[src/sv/chtp_pkg.sv]
// ----------------------------------------------------------------------------
// chtp_pkg
// types, codes and constants shared by the chained hash table pool core
// ----------------------------------------------------------------------------
`default_nettype none

package chtp_pkg;

	// default sizes
	localparam int NODES_DEF   = 255;
	localparam int BUCKETS_DEF = 1024;
	localparam int ENTRY_W_DEF = 32;

	// fixed port widths
	localparam int KEY_W        = 32;
	localparam int ENTRY_PORT_W = 32;
	localparam int CFG_W        = 11;
	localparam int ACT_W        = 2;
	localparam int STAT_W       = 2;
	localparam int KEY_CNT_W    = $clog2(KEY_W);
	localparam logic [CFG_W-1:0] CFG_RESET = 11'd1021;

	// actions
	typedef enum logic [ACT_W-1:0] {
		ACT_FIND   = 2'd0,
		ACT_INSERT = 2'd1,
		ACT_DELETE = 2'd2,
		ACT_CLEAR  = 2'd3
	} action_t;

	// result codes
	localparam logic [STAT_W-1:0] STAT_OK   = 2'd0;
	localparam logic [STAT_W-1:0] STAT_MISS = 2'd1;
	localparam logic [STAT_W-1:0] STAT_FULL = 2'd2;

	// sequencer states
	typedef enum logic [3:0] {
		ST_SWEEP,
		ST_IDLE,
		ST_DIV,
		ST_HEAD_RD,
		ST_HEAD_CHK,
		ST_WALK_RD,
		ST_WALK_CHK,
		ST_FREE_RD,
		ST_FREE_CHK,
		ST_TAIL_RD,
		ST_TAIL_CHK,
		ST_DEL_A,
		ST_DEL_B,
		ST_DONE
	} state_t;

	// modulo unit request and response
	typedef struct packed {
		logic             start;
		logic [KEY_W-1:0] dividend;
		logic [CFG_W-1:0] divisor;
	} mod_req_t;

	typedef struct packed {
		logic             done;
		logic [CFG_W-1:0] rem;
	} mod_rsp_t;

	// finished result towards the output register
	typedef struct packed {
		logic              valid;
		logic [STAT_W-1:0] status;
	} res_t;

endpackage

`default_nettype wire

[src/sv/chtp_mod_unit.sv]
// ----------------------------------------------------------------------------
// chtp_mod_unit
// restoring remainder unit, one dividend bit per cycle
// ----------------------------------------------------------------------------
`default_nettype none

module chtp_mod_unit (
	input  wire logic              clk,
	input  wire logic              arst_n,
	input  wire chtp_pkg::mod_req_t req,
	output chtp_pkg::mod_rsp_t     rsp
);
	import chtp_pkg::*;

	logic                 busy_q;
	logic                 done_q;
	logic [KEY_CNT_W-1:0] cnt_q;
	logic [CFG_W-1:0]     rem_q;
	logic [KEY_W-1:0]     key_q;
	logic [CFG_W-1:0]     div_q;
	logic [CFG_W:0]       trial;
	logic                 ge;
	logic [CFG_W-1:0]     rem_nxt;

	// one restoring step
	assign trial   = {rem_q, key_q[KEY_W-1]};
	assign ge      = (trial >= {1'b0, div_q});
	assign rem_nxt = ge ? CFG_W'(trial - {1'b0, div_q}) : CFG_W'(trial);

	// step control
	always_ff @(posedge clk or negedge arst_n) begin
		if (!arst_n) begin
			busy_q <= 1'b0;
			done_q <= 1'b0;
			cnt_q  <= '0;
		end else if (req.start) begin
			busy_q <= 1'b1;
			done_q <= 1'b0;
			cnt_q  <= '0;
		end else if (busy_q) begin
			cnt_q  <= cnt_q + 1'b1;
			done_q <= (cnt_q == KEY_CNT_W'(KEY_W - 1));
			if (cnt_q == KEY_CNT_W'(KEY_W - 1)) begin
				busy_q <= 1'b0;
			end
		end else begin
			done_q <= 1'b0;
		end
	end

	// operand and remainder
	always_ff @(posedge clk) begin
		if (req.start) begin
			rem_q <= '0;
			key_q <= req.dividend;
			div_q <= req.divisor;
		end else if (busy_q) begin
			rem_q <= rem_nxt;
			key_q <= {key_q[KEY_W-2:0], 1'b0};
		end
	end

	assign rsp.done = done_q;
	assign rsp.rem  = rem_q;

endmodule

`default_nettype wire

[config.mk]
export PLATFORM = sky130hd
export DESIGN_NAME = chtp_mod_unit
export DESIGN_NICKNAME = d
export VERILOG_FILES = /design/src/sv/chtp_pkg.sv /design/src/sv/chtp_mod_unit.sv
export SDC_FILE = /design/constraint.sdc
export NUM_CORES = 1
export LEC_CHECK = 0
export BUFFER_PORTS_ARGS = -buffer_cell sky130_fd_sc_hd__buf_2
export CAP_MARGIN = 0
export CORE_UTILIZATION = 59
export DETAILED_ROUTE_END_ITERATION = 7
export PLACE_DENSITY = 0.84
export SLEW_MARGIN = 20
export SYNTH_ARGS = -nofsm -noshare
export SYNTH_HDL_FRONTEND = slang
export SYNTH_SLANG_ARGS = --single-unit
[constraint.sdc]
create_clock -name clk -period 3.9 [get_ports clk]
set_clock_uncertainty 0.2 [all_clocks]
set_input_delay 0.195 -clock clk [delete_from_list [all_inputs] [get_ports clk]]
set_output_delay 0.195 -clock clk [all_outputs]
set_load 0.03 [all_outputs]
# After elaboration in Yosys (flattened, before gate mapping)
# Cells that the tools add are included.
# totals
reg_bits	61
inputBits	46
# classes
n_addsub	2
n_lt_le_gt_ge	1
n_eq_ne	1
mux	10
n_reduce_logical	1
# op_table
cell	count
two-way mux 32 bit	2
greater-or-equal comparator 12 x 11 -> 1 bit	1
two-way mux 11 bit	1
subtractor 11 bit	1
two-way mux 5 bit	2
adder 5 x 1 -> 5 bit (second input constant)	1
== test 5 bit (second input constant)	1
two-way mux 1 bit	5
nonzero test 2 bit	1

# Longest topological paths before layout
# logic_depth
word_depth	4
ltp_mapped	10
mapped_depth_nobuf	9

# Worst setup path before layout
# No wires, ideal clock.
# synth_timing
path_type	flip-flop to flip-flop
startpoint	register rem_q[0]
endpoint	register rem_q[6]
setup_ps	91
arrival_time_ps	2381
required_ps	3609
setup_slack_ps	1228
path_stages_with_launch	9
path_buffers	0
cell_sequence	dfxtp_1 > inv_1 > fa_1 > nand2b_1 > a21oi_1 > o2111a_1 > nor2_1 > or3b_1 > a311oi_1
# synth_via
elab_chain_cells	2
word_cells_on_any_way	3
cone_classes	add/sub (1); order compare (1); mux (1)
# synth_rtl
element	line_no	text
start, declared	chtp_mod_unit.sv:18	logic [CFG_W-1:0] rem_q;
start signal, assigned	chtp_mod_unit.sv:58	rem_q <= rem_nxt;
subtractor 11 bit or greater-or-equal comparator 12 x 11 -> 1 bit (tied branches)	chtp_mod_unit.sv:28, chtp_mod_unit.sv:27	
two-way mux 11 bit (*)	chtp_mod_unit.sv:28	assign rem_nxt = ge ? CFG_W'(trial - {1'b0, div_q}) : CFG_W'(trial);
# Mark *: on every way between the ends. The rest lies on a longest branch, timed or not.
# A chain may end at the register's enable or synchronous reset.

# Worst setup path after layout
# layout_timing
startpoint	register key_q[31]
endpoint	register rem_q[6]
# layout_via
elab_chain_cells	2
word_cells_on_any_way	3
cone_classes	add/sub (1); order compare (1); mux (1)
# layout_rtl
element	line_no	text
start, declared	chtp_mod_unit.sv:19	logic [KEY_W-1:0] key_q;
start signal, assigned	chtp_mod_unit.sv:55	key_q <= req.dividend;
start signal, assigned	chtp_mod_unit.sv:59	key_q <= {key_q[KEY_W-2:0], 1'b0};
subtractor 11 bit or greater-or-equal comparator 12 x 11 -> 1 bit (tied branches)	chtp_mod_unit.sv:28, chtp_mod_unit.sv:27	
two-way mux 11 bit (*)	chtp_mod_unit.sv:28	
# Marked as above.

==> implementation parameters <==
Parameter                              Value

Run status
  Outcome    finished, violations left
  Violations in the final reports    hold timing

GRT
  Number of antenna violations at the first check in global routing    0
  Wire length of the first global-routing pass    10900 microns
  Largest net degree at the start of global routing    39
  Global routing met2 resource utilization    between 40% and 50%
  Number of global-route vias before repair    approximately 2300
  Total Routing Usage GR    27.6%
  Met1 demand-to-capacity share in global routing    roughly a third
  Overflow left after global routing    0
  Most crowded layer after global routing    met2
  GR Layer Usage met3    roughly 10%

Timing
  Shortest clock period the worst path allows after layout    between 2 and 3 ns
  Final setup viols    0
  Peak Freq    352 MHz
  Fin. Hold Viols    1
  Measured slew at the worst slew-check pin    ~0.8 ns
  Max-slew violation count    0
  Smallest setup slack after layout    ~1.1 ns
  Total Negative Setup Slacks    0 ns
  Max-slew headroom    between 40% and 50%
  Smallest hold slack    -0.00461 ns
  Fraction of the cycle the final worst path needs    72.9%
  RSZ-0062 raised after global routing    false

Die
  Die outline area    approximately 0.0055 sq mm
  Die span in y    ~74 microns
  Starting density of the core    between 60 and 70%
  Standard-cell row count    25
  Die outline width    about 74 microns
  Area of the placeable core    a little under 0.005 sq mm
  Num ports    58

Setup path
  Worst-path maximum fanout    4
  Data arrival, critical path    about 2.9 ns
  Critical path buffer and inverter count    1
  Cell Chain, Critical Path    inv_1 -> ha_1 -> fa_1 -> nand2b_1 -> a21oi_1 -> o2111a_1 -> nor2_1 -> or3b_1 -> a311oi_1
  Delay of the slowest cell on the worst path    between 0.4 and 0.5 ns
  Critical path launch point type    register
  CP Capture Type    register
  Cell class contributing the biggest share of worst-path delay    compound AO/OA/AOI/OAI gates
  Standard cell with the maximum stage delay on the critical path    sky130_fd_sc_hd__fa_1
  Worst Path Required    around 3.9 ns
  Setup Crit Path Kind    register to register

Clock network
  CTS sink cnt    between 60 and 70
  Clock Tree Buf Depth    2
  H-tree levels    3
  Cts bufs inserted    9
  Number of post-CTS setup repair buffers    0
  Hold buffers post-CTS    44
  Clock root buffer master    sky130_fd_sc_hd__clkbuf_8
  Post-cts repair resize count    0
  Clock Latency Late Sink    approximately 0.34 ns
  Clock-pin slew of the registers on the worst-case setup and hold paths    roughly 0.070 ns
  TritonCTS clock tree    built

Power
  Total power density per cell area    542 mW/mm^2
  Peak ir drop on the vdd network    between 0.0003 and 0.0004 V
  Cell leakage power    ~1.8 nW

Detailed routing
  DRT iter0 DRCs    roughly 140
  Routed via count    2420
  Mean routed wirelength per cell    approximately 16 microns
  DRT antenna net count    0
  Router iterations before antenna repair    5
  Final wirelength    ~7000 microns
  Number of vias per cell    ~5.7
  DRC violation count after routing    0

Synth
  Cell accounting for the most synthesized area    sky130_fd_sc_hd__edfxtp_1
  Yosys warnings    0
  Post-synthesis instance total    between 200 and 300
  Leading post-synthesis cells by instance count    sky130_fd_sc_hd__edfxtp_1 (43), sky130_fd_sc_hd__mux2_2 (32), sky130_fd_sc_hd__nor2_1 (27)
  Leading cell types by total area after synthesis    sky130_fd_sc_hd__edfxtp_1 (42%), sky130_fd_sc_hd__mux2_2 (12%), sky130_fd_sc_hd__dfxtp_1 (7.1%)
  Netlist Area Pre-Place    ~0.0031 sq mm
  Sequential fraction of the synthesis area    between 50% and 60%
  Yosys reg bits    between 60 and 70
  Synth top area share    a little over two fifths
  Most numerous cell in the Yosys netlist    sky130_fd_sc_hd__edfxtp_1
  Avg Synthesized Cell Area    roughly 12 sq um
  Most instantiated flip-flop cell in the synthesis netlist    sky130_fd_sc_hd__edfxtp_1
  Number of nets produced by synthesis    between 300 and 400
  Number of distinct library cells after synthesis    50
  Async S/R FF share, synth    11.5%
  Number of flops mapped to enable cells by yosys    43

Layout
  Post-layout instance count excluding filler cells    428
  Multi-input gate area    around 0.0013 sq mm
  Sequential Area    around 0.0017 sq mm
  Inserted Diodes    0
  Total Nets Final    approximately 420
  Filler Cell Count    258
  Area Growth Syn to Fin    31.3%
  Proportion of layout cells with a drive suffix above 1    between 20% and 30%

Placed design
  Number of instances in the placed design    ~370
  Post-placement setup slack    about 1.2 ns
  Sum of net half-perimeters after detailed placement    about 4000 microns
  Buffers on Ports    57
  Final weighted congestion in routability-driven placement    0.853

Hold path
  Class of the tightest hold or removal check    primary input to async pin

Flow run
  Max-capacitance violation count    0
[final timing paths]
check,from,to,slack [ns],depth (start not counted)
worst min register to register,rem_q[3],rem_q[3],0.30,2
max in group asynchronous,arst_n,cnt_q[1],3.34,2
worst max-delay path,key_q[31],rem_q[6],1.06,9
min in group clk,req[43],cnt_q[4],0.25,2
worst min-delay path,arst_n,cnt_q[0],-0.005,2
worst max register to register,key_q[31],rem_q[6],1.06,9
[layout by cell type (no fill, tap or decap), drive strengths merged, types with 3 or more instances in the layout]
| cell | netlist | routed |
|---|---|---|
| buf | 4 | 59 |
| dlygate4sd3 | 0 | 44 |
| edfxtp | 43 | 43 |
| mux2 | 32 | 32 |
| nor2 | 27 | 27 |
| inv | 16 | 16 |
| ha | 13 | 13 |
| nand2 | 12 | 12 |
| o21ai | 11 | 11 |
| dfxtp | 11 | 11 |
| clkbuf | 7 | 10 |
| mux2i | 8 | 8 |
| a21oi | 8 | 8 |
| dfrtp | 7 | 7 |
| and3 | 3 | 3 |
| a21o | 3 | 3 |
| xnor2 | 3 | 3 |
| nor2b | 3 | 3 |
| nor3 | 3 | 3 |
| xor2 | 3 | 3 |
| a211oi | 3 | 3 |
[metrics by stage]
stage          total power, mW  utilization (%)  cell area, sq um
2_1_floorplan             1.41                -              3090
3_3_place_gp              1.54             70.0              3410
3_5_place_dp              1.56             70.0              3410
4_1_cts                   2.18             83.2              4060
5_1_grt                   2.31             83.2              4060
6_report                  2.20             83.2              4060
[routing by layer]
| layer | wire [microns] | part of all wire, % |
|---|---|---|
| met4 | 196 | 2.8 |
| met3 | 500 | 7.2 |
| met5 | 0 | 0 |
| met2 | 3350 | 48 |
| met1 | 2920 | 42 |
[state kept, by name (all words and copies together), names as in the netlist]
name / flops
div_q: 11
key_q: 32
cnt_q: 5
busy_q: 1
done_q: 1
rem_q: 11
[power by group]
part | internal [mW] | leakage [nW] | total, mW | switching [mW]
Combinational | 0.332 | 1.07 | 0.752 | 0.420
Clock | 0.353 | 0.0998 | 0.598 | 0.245
Sequential | 0.789 | 0.629 | 0.851 | 0.0628
Total | 1.47 | 1.80 | 2.20 | 0.728
[cell families after synthesis]
| group | Yosys count | share of synthesized area (%) |
|---|---|---|
| AO/OA/AOI/OAI | 43 | 9.47 |
| XOR/XNOR | 6 | 1.70 |
| adder cells (fa/ha/maj) | 14 | 5.91 |
| buffers and inverters | 27 | 3.89 |
| flip-flops | 61 | 54.6 |
| multiplexers | 40 | 14.3 |
| AND/OR/NAND/NOR | 63 | 10.2 |
[area by class of cell]
cell class	count	area share [%]
multi-input cells	166	31.6
repair buffers	103	18.2
inverters	16	1.48
clock buffers	10	3.14
clock inverters	5	1.88
flip-flops and latches	61	41.6
well taps	67	2.07
Note: power is estimated with default switching activity, not from simulation.
